<file path="src/hdl/fdc_div.sv">
// Pipelined restoring divider, one quotient bit per stage, with overflow flag.
module fdc_div #(
  parameter int NW = 47,
  parameter int DW = 31,
  parameter int QW = 19
) (
  input  logic          clk,
  input  logic          en,
  input  logic [NW-1:0] n,
  input  logic [DW-1:0] d,
  output logic [QW-1:0] q,
  output logic          ovf
);

  logic [DW-1:0] rem_r [QW+1];
  logic [QW-1:0] x_r   [QW+1];
  logic [DW-1:0] d_r   [QW+1];
  logic          ovf_r [QW+1];
  logic [DW-1:0] hi;

  assign hi = {{(DW - (NW - QW)){1'b0}}, n[NW-1:QW]};

  // Flag quotients that would not fit in QW bits.
  always_ff @(posedge clk) begin
    if (en) begin
      rem_r[0] <= hi;
      x_r[0]   <= n[QW-1:0];
      d_r[0]   <= d;
      ovf_r[0] <= (hi >= d);
    end
  end

  for (genvar k = 0; k < QW; k++) begin : g_step
    logic [DW:0] trial, diff;
    logic        ge;
    always_comb begin
      trial = {rem_r[k], x_r[k][QW-1]};
      diff  = trial - {1'b0, d_r[k]};
      ge    = (trial >= {1'b0, d_r[k]});
    end
    always_ff @(posedge clk) begin
      if (en) begin
        rem_r[k+1] <= ge ? diff[DW-1:0] : trial[DW-1:0];
        x_r[k+1]   <= {x_r[k][QW-2:0], ge};
        d_r[k+1]   <= d_r[k];
        ovf_r[k+1] <= ovf_r[k];
      end
    end
  end

  assign q   = x_r[QW];
  assign ovf = ovf_r[QW];

endmodule

</file>
<file path="config.mk">
export PLATFORM = sky130hd
export DESIGN_NAME = fdc_div
export DESIGN_NICKNAME = d
export VERILOG_FILES = /design/src/hdl/fdc_div.sv
export SDC_FILE = /design/constraint.sdc
export NUM_CORES = 2
export LEC_CHECK = 0
export ABC_CLOCK_PERIOD_IN_PS = 3900
export BUFFER_PORTS_ARGS = -buffer_cell sky130_fd_sc_hd__buf_2
export CORE_ASPECT_RATIO = 0.8
export CORE_MARGIN = 4
export CORE_UTILIZATION = 55
export DETAILED_ROUTE_END_ITERATION = 10
export PLACE_DENSITY = 0.8
export SKIP_CTS_REPAIR_TIMING = 1
export SLEW_MARGIN = 20
export SYNTH_ARGS = -nofsm -noshare
export SYNTH_HDL_FRONTEND = slang
export SYNTH_SLANG_ARGS = --single-unit
export TNS_END_PERCENT = 1
</file>
<file path="constraint.sdc">
create_clock -name clk -period 3.9 [get_ports clk]
set_input_delay 0.585 -clock clk [delete_from_list [all_inputs] [get_ports clk]]
set_output_delay 0.585 -clock clk [all_outputs]
set_load 0.01 [all_outputs]
</file>
==> impl_metrics.tcl <==
set metrics [dict create \
    synth-seq-cells 1575 \
    synthCells 7013 \
    fin_crit_sh 0.983 \
    async_flop_share 0 \
    grt_pass1_wl_mm 282 \
    clock-sinks 1575 \
    swShare 0.355 \
    synth.distinct_cells 85 \
    ios 100 \
    clk_path_buf_depth 3 \
    critPathRequiredTime_ns 4.43 \
    viasPerCell 5.76 \
    first_global_vias 52800 \
    slew_viol_final 0 \
    p_switching_uw 26400 \
    final-hold-violation-count 0 \
    rsz0062_at_grt "yes" \
    gp_congestion 0.930 \
    ys_warn_count 0 \
    cap_violations 0 \
    cts_buffers 159 \
    coreArea_um2 150000 \
    wl_met1_mm 82.1 \
    row_count 127 \
    critical_path_class "flop to flop" \
    ant_nets 0 \
    setup_viol 0 \
    grt-ovfl-total 0 \
    p_leak_uw 0.0391 \
    relSlewSlack 0.263 \
    clkPwrFrac 0.209 \
    finClkSkew_ns 0.0349 \
    drt_iter0_drc 5615 \
    multi_input_area_um2 32900 \
    antenna_cells 0 \
    yosysSeqAreaShare 0.566 \
    fin_setup_tns_ns 0 \
    combPwrFrac 0.433 \
    hpwl_mm 130 \
    grt_max_degree 119 \
    regArea_um2 47300 \
    synth_area_per_cell_um2 11.9 \
    fp.dieH_um 357 \
    syn_area_um2 83500 \
    reg2reg_depth 16 \
    intPower_uw 48000 \
    drive_above_1_share 0.109 \
    p_total_uw 74400 \
    synth-main-ff-cell "edfxtp_1" \
    placed_cells 9141 \
    root_buffer "clkbuf_16" \
    hp-class "input pin to flop" \
    synth_edf_count 1575 \
    dieWidth_um 444 \
    whs_path_depth 1 \
    antenna_found_initial 5 \
    top_layer "met4" \
    route.met2.wl_mm 78.7 \
    outcome "finished clean" \
    route.detailed.drc 0 \
    initial_core_util 0.556 \
    wirelength_mm 179 \
    start_kind "flop" \
    cp_data_arrival_time_ns 4.37 \
    io_buffers 99 \
    firstDrtPassIters 7 \
    via_count 54900 \
    fillers 11300 \
    area_growth_pct 12.6 \
    cp-end-kind "flop" \
    final_cells 9520 \
    track_usage 0.221 \
    wl_met3_mm 13.5 \
    clkLatencyLatePin_ns 0.80 \
    synth_nets 7726 \
    rrSetupSlack_ns 0.07 \
    clk_transition_reported_paths_ns 0.06 \
    wl_per_cell_um 18.8 \
    finalWorstPathRequiredPeriod_ns 3.83 \
    tightest_slew_ns 1.08 \
    vdd_drop_max_v 0.000418 \
    cts_tree "built" \
    fmax_mhz 261 \
    powerDensity_nw_per_um2 791 \
    h-tree-depth 4 \
    path_max_fanout 8 \
    num-nets-final 8103 \
    p_seq_frac 0.358 \
    design.die.area_um2 158000 \
]
-- logic make-up (layout without fill, tap and decap cells) --
kind of cell	after synthesis	count (layout)	share of synthesized area
AO/OA/AOI/OAI	1809	1809	0.135
XOR/XNOR	470	470	0.0493
adder cells (fa/ha/maj)	633	633	0.0964
buffers and inverters	933	1441	0.0435
flip-flops	1575	1575	0.566
multiplexers	232	232	0.0322
AND/OR/NAND/NOR	1361	1361	0.0772
-- final timing paths --
path | start | end
hold reg to reg | x_r[2][14] | x_r[2][34]
hold / removal | en | x_r[2][51]
setup / recovery | d_r[10][0] | rem_r[11][18]
setup reg to reg | d_r[10][0] | rem_r[11][18]
-- stage by stage --
stage | hold slack [ns] | worst slack (ns) | util | area (um2)
final | 0.277 | 0.0661 | 0.626 | 94100
after CTS | -0.104 | -0.0799 | 0.619 | 93000
after floorplan | 0.400 | 0.339 | - | 83500
after global routing | 0.232 | -0.0946 | 0.626 | 94100
after detailed placement | 0.405 | -0.00177 | 0.584 | 87700
after global placement | 0.400 | 0.0886 | 0.584 | 87700
-- sequential cells by signal (all words and copies together) (netlist names) --
name,cells
d_r,589
ovf_r,20
rem_r,586
x_r,380
-- layer usage --
| layer | global-route usage | vias up |
|---|---|---|
| met1 | 0.321 | 26200 |
| met5 | 0 | - |
| met4 | 0.0612 | 0 |
| met2 | 0.341 | 1882 |
| met3 | 0.0418 | 333 |
| li1 | - | 26500 |
-- synthesized netlist by cell type, drive strengths merged (13+ instances only) --
cell type | number | area [um2]
xor2 | 190 | 1660
buf | 56 | 344
nor2b | 86 | 538
a211oi | 33 | 253
nand2b | 71 | 444
a21oi | 564 | 2820
nand2 | 433 | 1630
fa | 18 | 360
nand3 | 91 | 455
mux2i | 15 | 150
a21boi | 28 | 210
a21o | 308 | 2310
nor2 | 360 | 1350
or2 | 14 | 87.6
or3 | 20 | 125
a31oi | 58 | 375
nor4 | 19 | 119
mux2 | 217 | 2540
and2 | 27 | 169
nand4 | 96 | 601
nor3 | 52 | 260
o21ai | 449 | 2250
edfxtp | 1575 | 47300
a2111oi | 14 | 129
o21a | 77 | 579
clkbuf | 87 | 327
ha | 615 | 7690
inv | 790 | 2970
a41oi | 13 | 114
xnor2 | 280 | 2450
o31ai | 39 | 303
and3 | 47 | 294
o21bai | 72 | 544
-- placed cells by master, fill, tap and decap left out, types with 17 or more instances in the layout --
| cell type | Yosys | routed |
|---|---|---|
| edfxtp_1 | 1575 | 1575 |
| inv_1 | 790 | 790 |
| ha_1 | 615 | 614 |
| a21oi_1 | 564 | 562 |
| nand2_1 | 433 | 433 |
| o21ai_0 | 433 | 427 |
| nor2_1 | 360 | 359 |
| a21o_1 | 308 | 308 |
| xnor2_1 | 280 | 280 |
| mux2_2 | 192 | 192 |
| xor2_1 | 190 | 190 |
| clkbuf_16 | 0 | 165 |
| buf_4 | 21 | 144 |
| buf_2 | 20 | 98 |
| nand4_1 | 96 | 96 |
| nand3_1 | 91 | 89 |
| nor2b_1 | 86 | 85 |
| dlygate4sd3_1 | 0 | 78 |
| o21a_1 | 76 | 76 |
| o21bai_1 | 71 | 71 |
| nand2b_1 | 71 | 71 |
| a31oi_1 | 56 | 56 |
| nor3_1 | 52 | 49 |
| and3_1 | 47 | 47 |
| buf_12 | 0 | 35 |
| clkinv_1 | 0 | 34 |
| o31ai_1 | 37 | 32 |
| a211oi_1 | 32 | 29 |
| clkbuf_1 | 87 | 28 |
| and2_1 | 27 | 27 |
| clkinv_2 | 0 | 26 |
| mux2_4 | 25 | 25 |
| a21boi_0 | 23 | 21 |
| bufinv_16 | 0 | 21 |
| or3_1 | 20 | 20 |
| nor4_1 | 19 | 17 |
| fa_1 | 18 | 17 |
-- area by class of cell --
type                    instances  area share
flip-flops and latches       1575       0.503
multi-input cells            4505       0.350
clock buffers                 191      0.0445
repair buffers                359      0.0333
inverters                     790      0.0315
well taps                    1999      0.0266
clock inverters               101      0.0118
-- worst max-delay path, cell delays in order, from the launching register on --
cell       delay, ns
edfxtp_1        0.39
ha_2            0.21
fa_2            0.42
nor2b_4         0.14
o2111ai_2       0.14
a211oi_2        0.27
nor3_2          0.08
o21ai_1         0.13
buf_4           0.15
o21a_1          0.15
o21ai_0         0.10
a21boi_1        0.17
nor2_1          0.09
o31ai_4         0.41
clkbuf_16       0.22
buf_8           0.14
mux2_2          0.35
-- power groups by stage --
stage / Combinational [uW] / Clock (uW) / Sequential [uW]
finish: 32200 / 15600 / 26600
CTS: 31300 / 15900 / 26600
floorplan: 23500 / 0 / 25600
detailed placement: 31000 / 0 / 26900
global route: 35600 / 16700 / 26900
global placement: 30100 / 0 / 26900
(Power assumes the default switching activity.)
