### src/hdl/fdc_pkg.sv
// Shared widths and control types for the Fresnel coefficient pipeline.
package fdc_pkg;

  localparam int COS_W   = 16;
  localparam int IDX_W   = 14;
  localparam int PROD_W  = COS_W + IDX_W;
  localparam int DEN_W   = PROD_W + 1;
  localparam int RAMP_W  = 17;
  localparam int TAMP_W  = 18;
  localparam int RFL_W   = 16;

  typedef struct packed {
    logic neg_s;
    logic neg_p;
    logic deg;
  } flags_t;

endpackage

### src/hdl/fdc_back.sv
// Back end: saturation, squares, reflectance and the output word register.
module fdc_back #(
  parameter int FRAC_BITS = 15,
  parameter int QW        = FRAC_BITS + 4
) (
  input  logic                                clk,
  input  logic                                en,
  input  logic [QW-1:0]                       q_s,
  input  logic [QW-1:0]                       q_p,
  input  logic [QW-1:0]                       q_ts,
  input  logic [QW-1:0]                       q_tp,
  input  logic                                ovf_ts,
  input  logic                                ovf_tp,
  input  fdc_pkg::flags_t                     flags,
  output logic signed [fdc_pkg::RAMP_W-1:0]   refl_amp_s,
  output logic signed [fdc_pkg::RAMP_W-1:0]   refl_amp_p,
  output logic [fdc_pkg::TAMP_W-1:0]          trans_amp_s,
  output logic [fdc_pkg::TAMP_W-1:0]          trans_amp_p,
  output logic [fdc_pkg::RFL_W-1:0]           reflectance,
  output logic [fdc_pkg::RFL_W-1:0]           transmittance,
  output logic                                degenerate
);

  localparam int MW = FRAC_BITS + 1;
  localparam int TW = FRAC_BITS + 3;
  localparam int SW = 2 * MW;
  localparam int RW = FRAC_BITS + 2;
  localparam logic [TW-1:0] TMAX = {3'b100, {FRAC_BITS{1'b0}}};
  localparam logic [RW-1:0] ONE  = {2'b01, {FRAC_BITS{1'b0}}};

  logic [MW-1:0]   ms_r, mp_r, ms_d_r, mp_d_r;
  logic [TW-1:0]   ts_r, tp_r, ts_d_r, tp_d_r;
  logic [SW-1:0]   sqs_r, sqp_r;
  fdc_pkg::flags_t fl_c_r, fl_d_r;
  logic [SW:0]     sum;
  logic [RW-1:0]   r;
  logic [31:0]     vs, vp, vts, vtp, vr, vt;

  always_ff @(posedge clk) begin
    if (en) begin
      ms_r   <= q_s[MW-1:0];
      mp_r   <= q_p[MW-1:0];
      ts_r   <= (ovf_ts || (q_ts > QW'(TMAX))) ? TMAX : q_ts[TW-1:0];
      tp_r   <= (ovf_tp || (q_tp > QW'(TMAX))) ? TMAX : q_tp[TW-1:0];
      fl_c_r <= flags;
    end
  end

  always_ff @(posedge clk) begin
    if (en) begin
      sqs_r  <= SW'(ms_r) * SW'(ms_r);
      sqp_r  <= SW'(mp_r) * SW'(mp_r);
      ms_d_r <= ms_r;
      mp_d_r <= mp_r;
      ts_d_r <= ts_r;
      tp_d_r <= tp_r;
      fl_d_r <= fl_c_r;
    end
  end

  // Round half up, then clamp at one.
  always_comb begin
    sum = (SW+1)'(sqs_r) + (SW+1)'(sqp_r) + (SW+1)'(ONE);
    r   = RW'(sum >> (FRAC_BITS + 1));
    if (r > ONE) begin
      r = ONE;
    end
    vs  = fl_d_r.neg_s ? (32'd0 - 32'(ms_d_r)) : 32'(ms_d_r);
    vp  = fl_d_r.neg_p ? (32'd0 - 32'(mp_d_r)) : 32'(mp_d_r);
    vts = 32'(ts_d_r);
    vtp = 32'(tp_d_r);
    vr  = 32'(r);
    vt  = 32'(ONE) - 32'(r);
  end

  always_ff @(posedge clk) begin
    if (en) begin
      degenerate <= fl_d_r.deg;
      if (fl_d_r.deg) begin
        refl_amp_s    <= '0;
        refl_amp_p    <= '0;
        trans_amp_s   <= '0;
        trans_amp_p   <= '0;
        reflectance   <= '0;
        transmittance <= '0;
      end else begin
        refl_amp_s    <= vs[fdc_pkg::RAMP_W-1:0];
        refl_amp_p    <= vp[fdc_pkg::RAMP_W-1:0];
        trans_amp_s   <= vts[fdc_pkg::TAMP_W-1:0];
        trans_amp_p   <= vtp[fdc_pkg::TAMP_W-1:0];
        reflectance   <= vr[fdc_pkg::RFL_W-1:0];
        transmittance <= vt[fdc_pkg::RFL_W-1:0];
      end
    end
  end

endmodule

### config.mk
export PLATFORM = sky130hd
export DESIGN_NAME = fdc_back
export DESIGN_NICKNAME = d
export VERILOG_FILES = /design/src/hdl/fdc_pkg.sv /design/src/hdl/fdc_back.sv
export SDC_FILE = /design/constraint.sdc
export NUM_CORES = 1
export LEC_CHECK = 0
export BUFFER_PORTS_ARGS = -buffer_cell sky130_fd_sc_hd__buf_2
export CORE_UTILIZATION = 48
export DETAILED_ROUTE_END_ITERATION = 12
export MAX_ROUTING_LAYER = met4
export PLACE_DENSITY = 0.66
export SLEW_MARGIN = 20
export SYNTH_ARGS = -nofsm -noshare
export SYNTH_HDL_FRONTEND = slang
export SYNTH_SLANG_ARGS = --single-unit
### constraint.sdc
create_clock -name clk -period 8.7 [get_ports clk]
set_clock_uncertainty 0.15 [all_clocks]
set_input_delay 0.87 -clock clk [delete_from_list [all_inputs] [get_ports clk]]
set_output_delay 0.87 -clock clk [all_outputs]
set_load 0.005 [all_outputs]
==> impl_metrics.tcl <==
set metrics [dict create \
    setup-tns-final_ns 0 \
    setup_ws_ns 1.23 \
    tightest_slew_ns 1.06 \
    ys_ff_latch 304 \
    ant_nets 0 \
    grt_pass1_vias 18600 \
    dp.cells 3304 \
    grt-ovfl-total 0 \
    firstDrtPassIters 5 \
    cts_tree "yes" \
    muxShareOfSynthArea_pct 0.233 \
    drive_gt1_share_pct 10.5 \
    dpl_worst_slack_ns 1.26 \
    synth_flop_cell "edfxtp_1" \
    layout-area-overhead-vs-synth_pct 10.8 \
    synth_xor_area_share_pct 3.79 \
    synth-adder-area-share_pct 36.8 \
    synth.avg_cell_area_um2 11.1 \
    ctsResizeCount 0 \
    layout.cells.non_filler 3371 \
    nets 3271 \
    cp-start-kind "flop" \
    clock_sinks 304 \
    setup_violations 0 \
    synth_edf_count 304 \
    htreeDepth 2 \
    antenna_found_initial 1 \
    ys_seq_area_share_pct 34.1 \
    place.gp.congestion 0.895 \
    synth_nets 3097 \
    critPathCaptureType "flop" \
    viasPerCell 5.19 \
    timing.final.crit_share_pct 85.9 \
    cts_made_buffers 37 \
    clockBufferDepth 3 \
    status "completed" \
    clockRootBuffer "clkbuf_16" \
    synth_top_family_by_area "adder cells" \
    cap_viol_max_count 0 \
    fill_cells 4747 \
    synth-async-reset-ratio_pct 0 \
    synthTopCellsByCount "inv_1 (484), fa_1 (326), edfxtp_1 (304)" \
    post_cts_buffers 0 \
    synth-compound-area-share_pct 6.17 \
    die_h_um 238 \
    path_max_fanout 19 \
    ff2ff_path_depth 23 \
    grt_util_all_layers_pct 21.1 \
    synth_area_leaders "edfxtp_1 (34%), fa_1 (24%), ha_1 (12%)" \
    grt_max_degree 139 \
    path_clk_slew_ns 0.07 \
    num_rows 86 \
    wire_per_inst_um 16.4 \
    reg2reg_to "sqs_r[31]" \
    slowest_stage "edfxtp_1" \
    clk_latency_ns 0.56 \
    max_stage_delay_ns 0.72 \
    ios 186 \
    cp.arrival_ns 7.62 \
    cts_hold_buffers 0 \
    crit_type "flop to flop" \
    start_util_pct 48.6 \
    yosysMostFrequentCell "inv_1" \
    yosys_warnings 0 \
    synthDistinctLibCells 67 \
    hold_depth 0 \
    dieArea_mm2 0.0568 \
    reg2reg_slack_ns 1.23 \
    cp_cell_sequence "and2_1, fa_1, inv_1, fa_1, inv_1, fa_1, inv_1, fa_1, inv_1, fa_1, inv_1, fa_1, inv_1, ha_1, and3_1, a21o_1, a221oi_1, nor2_1, a221o_1, a221oi_1, o21ai_0, o31ai_1, o211ai_1" \
    wirelength_mm 55.4 \
    core-area_mm2 0.0551 \
    drcViolationCount 0 \
    finalHoldViolCount 0 \
    synth_simple_gate_area_share_pct 11.2 \
    place_hpwl_mm 43.2 \
    hold_path.class "flop to flop" \
    period_needed_ns 7.47 \
    postSynthCellCount 2421 \
    drt-initial-drc-count 998 \
    synthesis.area_mm2 0.0268 \
    slew-limit-headroom_pct 27.7 \
    grt_pass1_wl_mm 91.7 \
    fmax_ghz 0.134 \
    vias 17500 \
    required_ns 8.85 \
    whs_ns 0.265 \
    reg2reg_from "ms_r[2]" \
    die_w_um 238 \
    slew_viol_final 0 \
    yosysTopAreaCellShare_pct 34.1 \
    synth_top_area_cell "edfxtp_1" \
    min_to "tp_d_r[14]" \
    rsz0062_at_grt "false" \
    portBuffers 179 \
    min_from "tp_r[14]" \
]
## logic make-up after synthesis
group,after synthesis
AO/OA/AOI/OAI,244
XOR/XNOR,115
adder cells (fa/ha/maj),593
buffers and inverters,544
flip-flops,304
multiplexers,6
other,1
AND/OR/NAND/NOR,614
## area by class of cell
| class | instances | area (um^2) | share of cell area (%) |
|---|---|---|---|
| diodes | 1 | 2.50 | 0.00843 |
| clock buffers | 44 | 952 | 3.21 |
| clock inverters | 22 | 198 | 0.666 |
| inverters | 484 | 1820 | 6.12 |
| multi-input cells | 1573 | 15600 | 52.6 |
| flip-flops and latches | 304 | 9130 | 30.8 |
| well taps | 748 | 936 | 3.15 |
| repair buffers | 195 | 1030 | 3.46 |
## sequential cells by signal, indices dropped and copies added (netlist names)
name           cells
trans_amp_p       18
reflectance       16
trans_amp_s       18
tp_r              18
fl_c_r             3
tp_d_r            18
mp_r              16
ms_r              16
ts_r              18
sqp_r             30
transmittance     15
sqs_r             30
mp_d_r            16
degenerate         1
ms_d_r            16
ts_d_r            18
fl_d_r             3
refl_amp_p        17
refl_amp_s        17
## per-layer routing
| layer | part of all wire, % | routed length [um] | track usage [%] |
|---|---|---|---|
| met2 | 49 | 27300 | 35.1 |
| met1 | 42 | 23400 | 26.5 |
| met3 | 5.6 | 3080 | 2.93 |
| met4 | 2.9 | 1610 | 7.11 |
| met5 | 0 | 0 | - |
## worst max-delay path by stage
stage | start | to | slack (ns) | cells after the start
finish | ms_r[2] | sqs_r[31] | 1.23 | 23
global route | ms_r[2] | sqs_r[31] | 0.83 | 21
CTS | ms_r[2] | sqs_r[31] | 1.25 | 23
detailed placement | ms_r[2] | sqs_r[31] | 1.26 | 23
global placement | ms_r[2] | sqs_r[31] | 1.31 | 23
floorplan | ms_r[8] | sqs_r[31] | 1.88 | 25
## worst max-delay path, delay by kind of cell, from the launching register on
| kind | cells | cell delay [ns] |
|---|---|---|
| simple gates | 3 | 0.64 |
| flops | 1 | 0.72 |
| compound gates | 7 | 2.10 |
| fa+ha+maj | 7 | 3.33 |
| buf+inv | 6 | 0.30 |
## cells in the final DEF, fill, tap and decap left out, types with 52 or more instances in the layout
cell type	n
xnor2_1	65
and2_1	121
nand2_1	195
edfxtp_1	304
buf_2	178
inv_1	484
fa_1	326
ha_1	267
nor2b_1	52
nor2_1	128
a21oi_1	65
## per-stage QoR
stage                     util, %  area, um^2
after floorplan                 -       26800
after global placement       51.8       28500
after detailed placement     51.8       28500
after CTS                    53.9       29700
after global routing         53.9       29700
final                        53.9       29700
Power is left out: the tool's default activity adds up to more than one toggle a clock period on the data nets, which glitch-free logic cannot reach.
