--- config.mk ---
export PLATFORM = sky130hd
export DESIGN_NAME = fdc_front
export DESIGN_NICKNAME = d
export VERILOG_FILES = /design/src/hdl/fdc_pkg.sv /design/src/hdl/fdc_front.sv
export SDC_FILE = /design/constraint.sdc
export NUM_CORES = 2
export LEC_CHECK = 0
export ABC_AREA = 1
export BUFFER_PORTS_ARGS = -buffer_cell sky130_fd_sc_hd__buf_2
export CAP_MARGIN = 20
export CORE_UTILIZATION = 55
export DETAILED_ROUTE_END_ITERATION = 10
export PLACE_DENSITY_LB_ADDON = 0.25
export SLEW_MARGIN = 20
export SYNTH_ARGS = -nofsm -noshare
export SYNTH_HDL_FRONTEND = slang
export SYNTH_SLANG_ARGS = --single-unit
--- constraint.sdc ---
create_clock -name clk -period 6.5 [get_ports clk]
set_input_delay 0.65 -clock clk [delete_from_list [all_inputs] [get_ports clk]]
set_output_delay 0.65 -clock clk [all_outputs]
set_load 0.02 [all_outputs]
--- src/hdl/fdc_pkg.sv ---
// Shared widths and control types for the Fresnel coefficient pipeline.
package fdc_pkg;

  localparam int COS_W   = 16;
  localparam int IDX_W   = 14;
  localparam int PROD_W  = COS_W + IDX_W;
  localparam int DEN_W   = PROD_W + 1;
  localparam int RAMP_W  = 17;
  localparam int TAMP_W  = 18;
  localparam int RFL_W   = 16;

  typedef struct packed {
    logic neg_s;
    logic neg_p;
    logic deg;
  } flags_t;

endpackage

--- src/hdl/fdc_front.sv ---
// Front end: index-times-cosine products, then numerators and denominators.
module fdc_front #(
  parameter int FRAC_BITS = 15,
  parameter int NW        = fdc_pkg::DEN_W + FRAC_BITS + 1
) (
  input  logic                        clk,
  input  logic                        en,
  input  logic [fdc_pkg::COS_W-1:0]   cos_i,
  input  logic [fdc_pkg::COS_W-1:0]   cos_t,
  input  logic [fdc_pkg::IDX_W-1:0]   n_i,
  input  logic [fdc_pkg::IDX_W-1:0]   n_t,
  output logic [NW-1:0]               num_s,
  output logic [NW-1:0]               num_p,
  output logic [NW-1:0]               num_ts,
  output logic [NW-1:0]               num_tp,
  output logic [fdc_pkg::DEN_W-1:0]   den_s,
  output logic [fdc_pkg::DEN_W-1:0]   den_p,
  output fdc_pkg::flags_t             flags
);

  localparam int PW = fdc_pkg::PROD_W;
  localparam int DW = fdc_pkg::DEN_W;

  logic [PW-1:0] a_r, b_r, c_r, d_r;
  logic [DW-1:0] dens_nxt, denp_nxt;
  logic [PW-1:0] mags_nxt, magp_nxt;
  logic [NW-1:0] twoa_nxt;
  fdc_pkg::flags_t fl_nxt;

  always_ff @(posedge clk) begin
    if (en) begin
      a_r <= PW'(n_i) * PW'(cos_i);
      b_r <= PW'(n_t) * PW'(cos_t);
      c_r <= PW'(n_t) * PW'(cos_i);
      d_r <= PW'(n_i) * PW'(cos_t);
    end
  end

  always_comb begin
    dens_nxt     = DW'(a_r) + DW'(b_r);
    denp_nxt     = DW'(c_r) + DW'(d_r);
    fl_nxt.neg_s = (a_r < b_r);
    fl_nxt.neg_p = (c_r < d_r);
    fl_nxt.deg   = (dens_nxt == '0) || (denp_nxt == '0);
    mags_nxt     = fl_nxt.neg_s ? (b_r - a_r) : (a_r - b_r);
    magp_nxt     = fl_nxt.neg_p ? (d_r - c_r) : (c_r - d_r);
    twoa_nxt     = NW'(a_r) << (FRAC_BITS + 1);
  end

  // Numerator carries the half-divisor so the quotient comes out rounded.
  always_ff @(posedge clk) begin
    if (en) begin
      num_s  <= (NW'(mags_nxt) << FRAC_BITS) + NW'(dens_nxt >> 1);
      num_p  <= (NW'(magp_nxt) << FRAC_BITS) + NW'(denp_nxt >> 1);
      num_ts <= twoa_nxt + NW'(dens_nxt >> 1);
      num_tp <= twoa_nxt + NW'(denp_nxt >> 1);
      den_s  <= dens_nxt;
      den_p  <= denp_nxt;
      flags  <= fl_nxt;
    end
  end

endmodule

==> report_table.html <==
<table>
<tr><th>Metric</th><th>Value</th></tr>
<tr><th colspan="2">Outcome</th></tr>
<tr><td>Run status</td><td>completed</td></tr>
<tr><th colspan="2">Worst setup path</th></tr>
<tr><td>Reg-to-reg setup timing slack</td><td>0.53 ns</td></tr>
<tr><td>Highest net fanout along the worst path</td><td>4</td></tr>
<tr><td>Critical path class</td><td>reg2reg</td></tr>
<tr><td>Critical path startpoint category</td><td>register</td></tr>
<tr><td>Worst path arrival time</td><td>6.30 ns</td></tr>
<tr><td>Type of element capturing the critical path</td><td>register</td></tr>
<tr><td>Data required time at the worst endpoint</td><td>6.84 ns</td></tr>
<tr><th colspan="2">CTS</th></tr>
<tr><td>Clock sink count</td><td>309</td></tr>
<tr><td>CTS resizes</td><td>0</td></tr>
<tr><td>Worst skew pair latency</td><td>~0.6 ns</td></tr>
<tr><td>Clock transition at path regs</td><td>0.06 ns</td></tr>
<tr><td>Count of H-tree levels built during CTS</td><td>2</td></tr>
<tr><td>Number of buffers created by CTS</td><td>37</td></tr>
<tr><td>Post-cts hold buffer count</td><td>0</td></tr>
<tr><td>Post-CTS Setup Inserts</td><td>0</td></tr>
<tr><td>Root Buffer</td><td>clkbuf_16</td></tr>
<tr><td>TritonCTS clock tree</td><td>yes</td></tr>
<tr><td>Clock Path Buffers</td><td>3</td></tr>
<tr><th colspan="2">Routing</th></tr>
<tr><td>Vias post-DR</td><td>between 50000 and 60000</td></tr>
<tr><td>Via density per instance</td><td>5.35</td></tr>
<tr><td>Count of unresolved DRC violations after routing</td><td>0</td></tr>
<tr><td>Routed wire per std cell</td><td>19.9 µm</td></tr>
<tr><td>Final antenna-violating net count</td><td>0</td></tr>
<tr><td>TritonRoute pass-1 iters</td><td>6</td></tr>
<tr><td>Initial detailed-routing violation count</td><td>4373</td></tr>
<tr><td>Final routed wirelength across all metal layers</td><td>about 190000 µm</td></tr>
<tr><th colspan="2">Final layout</th></tr>
<tr><td>Non-filler instance count after layout</td><td>about 9400</td></tr>
<tr><td>Final #Nets</td><td>9337</td></tr>
<tr><td>Fillers</td><td>9539</td></tr>
<tr><td>Proportion of layout cells with a drive suffix above 1</td><td>0.0830</td></tr>
<tr><td>Multi-input gate area</td><td>about 39000 µm²</td></tr>
<tr><td>Area overhead of the layout relative to synthesis</td><td>8.46%</td></tr>
<tr><td>Total area of sequential cells</td><td>9280 µm²</td></tr>
<tr><th colspan="2">Synthesis</th></tr>
<tr><td>Post-synth top flop</td><td>edfxtp_1</td></tr>
<tr><td>Compound-gate portion of the synthesized area</td><td>0.0534</td></tr>
<tr><td>Seq/Total Area, Yosys</td><td>0.163</td></tr>
<tr><td>Synthesized instance count</td><td>7730</td></tr>
<tr><td>Number of distinct library cell variants in the gate-level netlist after synthesis</td><td>52</td></tr>
<tr><td>Xor/xnor share of the synthesized area</td><td>0.0407</td></tr>
<tr><td>Post-synthesis average cell area</td><td>7.37 µm²</td></tr>
<tr><td>Number of register bits inferred by synthesis</td><td>between 300 and 400</td></tr>
<tr><td>Main combinational cell family by area after synthesis</td><td>adder cells</td></tr>
<tr><td>Synth top area share</td><td>0.235</td></tr>
<tr><td>Number of synthesized flops with an enable pin</td><td>309</td></tr>
<tr><td>Fraction of the mapped netlist area in adder cells</td><td>0.370</td></tr>
<tr><td>Most repeated cell in the gate-level netlist after synthesis</td><td>nand2_1</td></tr>
<tr><td>Proportion of synthesized flip-flops having asynchronous set or reset</td><td>0</td></tr>
<tr><td>Library cell occupying the most area in the post-synthesis netlist</td><td>fa_1</td></tr>
<tr><td>Netlist area before placement</td><td>57000 µm²</td></tr>
<tr><td>Leading cell types by total area after synthesis</td><td>fa_1, edfxtp_1, nand2_1</td></tr>
<tr><td>Post-synthesis mux area share</td><td>0.000878</td></tr>
<tr><td>Total number of yosys warnings</td><td>0</td></tr>
<tr><td>Most common library cells after synthesis</td><td>nand2_1, inv_1, fa_1, ha_1, edfxtp_1</td></tr>
<tr><td>Basic-gate share of the synthesized area counting and, or, nand and nor cells</td><td>0.223</td></tr>
<tr><th colspan="2">Floorplan</th></tr>
<tr><td>Core Box Area</td><td>102000 µm²</td></tr>
<tr><td>Die outline height</td><td>approximately 320 µm</td></tr>
<tr><td>Die area</td><td>105000 µm²</td></tr>
<tr><td>Row cnt</td><td>roughly 120</td></tr>
<tr><td>Die Width</td><td>324 µm</td></tr>
<tr><td>I/O Pins</td><td>between 300 and 400</td></tr>
<tr><td>Initial core utilization</td><td>0.557</td></tr>
<tr><th colspan="2">Timing</th></tr>
<tr><td>Final TNS setup</td><td>0 ns</td></tr>
<tr><td>Final period util</td><td>0.918</td></tr>
<tr><td>Slew margin rel.</td><td>0.402</td></tr>
<tr><td>RSZ-0062 raised after global routing</td><td>false</td></tr>
<tr><td>Maximum achievable frequency</td><td>approximately 170 MHz</td></tr>
<tr><td>Worst clock skew on the final layout</td><td>0.0350 ns</td></tr>
<tr><td>Number of failing setup endpoints in the final timing report</td><td>0</td></tr>
<tr><td>Max-slew violation count</td><td>0</td></tr>
<tr><td>Number of hold-slack violations in the final timing report</td><td>0</td></tr>
<tr><td>Worst slew pin tran</td><td>0.897 ns</td></tr>
<tr><td>Final period demand of the worst path</td><td>5.97 ns</td></tr>
<tr><th colspan="2">GRT</th></tr>
<tr><td>Congestion Overflow GR</td><td>0</td></tr>
<tr><td>Maximum number of pins on one net before global-route repair</td><td>between 100 and 150</td></tr>
<tr><td>Initial antenna violation count</td><td>12</td></tr>
<tr><td>Total Routing Usage GR</td><td>0.360</td></tr>
<tr><td>Global-route wire length before repair</td><td>286000 µm</td></tr>
<tr><td>Vias in the first global route</td><td>49327</td></tr>
<tr><th colspan="2">Placed design</th></tr>
<tr><td>Placed cell count</td><td>9321</td></tr>
<tr><td>Routability-driven placement congestion ratio</td><td>1.02</td></tr>
<tr><td>Placed wire-length estimate after detailed placement</td><td>157000 µm</td></tr>
<tr><td>Total of buffers placed on input and output ports</td><td>312</td></tr>
<tr><th colspan="2">Min path</th></tr>
<tr><td>Hold crit path type</td><td>in2reg</td></tr>
<tr><th colspan="2">Run</th></tr>
<tr><td>Max Cap Viol</td><td>0</td></tr>
</table>
==> per-stage QoR <==
stage	setup WS (ns)	instance area (µm²)	utilization	hold WS [ns]
floorplan	0.361	57000	-	0.636
global placement	0.116	60600	0.592	0.761
detailed placement	0.126	60600	0.592	0.752
CTS	0.603	61800	0.604	0.626
global route	0.240	61800	0.604	0.665
finish	0.535	61800	0.604	0.589
==> routing by layer <==
metal  up-vias  global-route usage  routed length (µm)
met5         -                   0                  48
met4         8               0.117                6510
met3       316              0.0497               15500
met2      2166               0.563               82100
met1     24120               0.513               82400
li1      23641                   -                   -
==> cell type report <==
| cell class | instances | share of cell area |
|---|---|---|
| multi-input combinational | 5254 | 0.634 |
| clock buffer | 41 | 0.0152 |
| clock inverter | 20 | 0.00419 |
| sequential | 309 | 0.150 |
| antenna | 7 | 0.000283 |
| tap | 1368 | 0.0277 |
| inverter | 1868 | 0.113 |
| timing repair buffer | 523 | 0.0546 |
==> path summary, 6_finish.rpt <==
| path | to | from | depth (start not counted) |
|---|---|---|---|
| worst min register to register | num_ts[37]$_DFFE_PP_ | a_r[21]$_DFFE_PP_ | 1 |
| worst max register to register | num_tp[40]$_DFFE_PP_ | c_r[0]$_DFFE_PP_ | 27 |
| worst max-delay path | num_tp[40]$_DFFE_PP_ | c_r[0]$_DFFE_PP_ | 27 |
| worst min-delay path | num_s[22]$_DFFE_PP_ | en | 1 |
==> worst max-delay path, cell delays in order (launching register included) <==
cell and delay [ns]:
edfxtp_1 0.38, ha_1 0.27, inv_1 0.09, fa_1 0.45
inv_1 0.17, nand3_1 0.11, nand2_1 0.15, nand2_1 0.09
nand2_1 0.12, nand2_1 0.08, nand2_1 0.13, nand2_1 0.08
nand2_1 0.24, xor2_1 0.39, inv_1 0.22, ha_1 0.41
nand2_1 0.09, inv_1 0.06, nand2_1 0.04, nand2_1 0.06
a21oi_1 0.07, o21ai_1 0.21, a21boi_0 0.22, o21ai_1 0.72
nand2_1 0.26, nor2_1 0.28, nand2_1 0.13, xor2_1 0.16
==> placed cells by master, fill, tap and decap left out, drive strengths merged, types with 3 or more instances in the layout <==
cell type / n
xor2: 192
mux2i: 5
diode: 7
ha: 612
nand2: 2394
a31oi: 17
nand3b: 5
xnor2: 73
bufinv: 4
nand4: 70
o221ai: 6
clkbuf: 41
a21o: 19
nand3: 285
o2111ai: 3
edfxtp: 309
o21ai: 140
nor3: 37
o21bai: 22
inv: 1870
nor2: 338
o21a: 13
fa: 670
o211ai: 5
nor4: 14
clkinv: 12
a211oi: 4
a21oi: 302
a21boi: 13
buf: 523
==> sequential cells by signal (all words and copies together) (netlist names) <==
| signal | flops |
|---|---|
| flags | 3 |
| a_r | 30 |
| d_r | 30 |
| b_r | 30 |
| num_p | 31 |
| num_tp | 47 |
| num_s | 31 |
| num_ts | 47 |
| den_s | 15 |
| c_r | 30 |
| den_p | 15 |
==> kinds of logic (layout without fill, tap and decap cells) <==
group	after synthesis	after routing
AO/OA/AOI/OAI	551	551
multiplexers	5	5
XOR/XNOR	265	265
buffers and inverters	2168	2452
adder cells (fa/ha/maj)	1282	1282
other	1	9
AND/OR/NAND/NOR	3149	3149
flip-flops	309	309
Power is not shown: default switching activity piles up to over one toggle a cycle in this logic, so the estimate is an artifact.
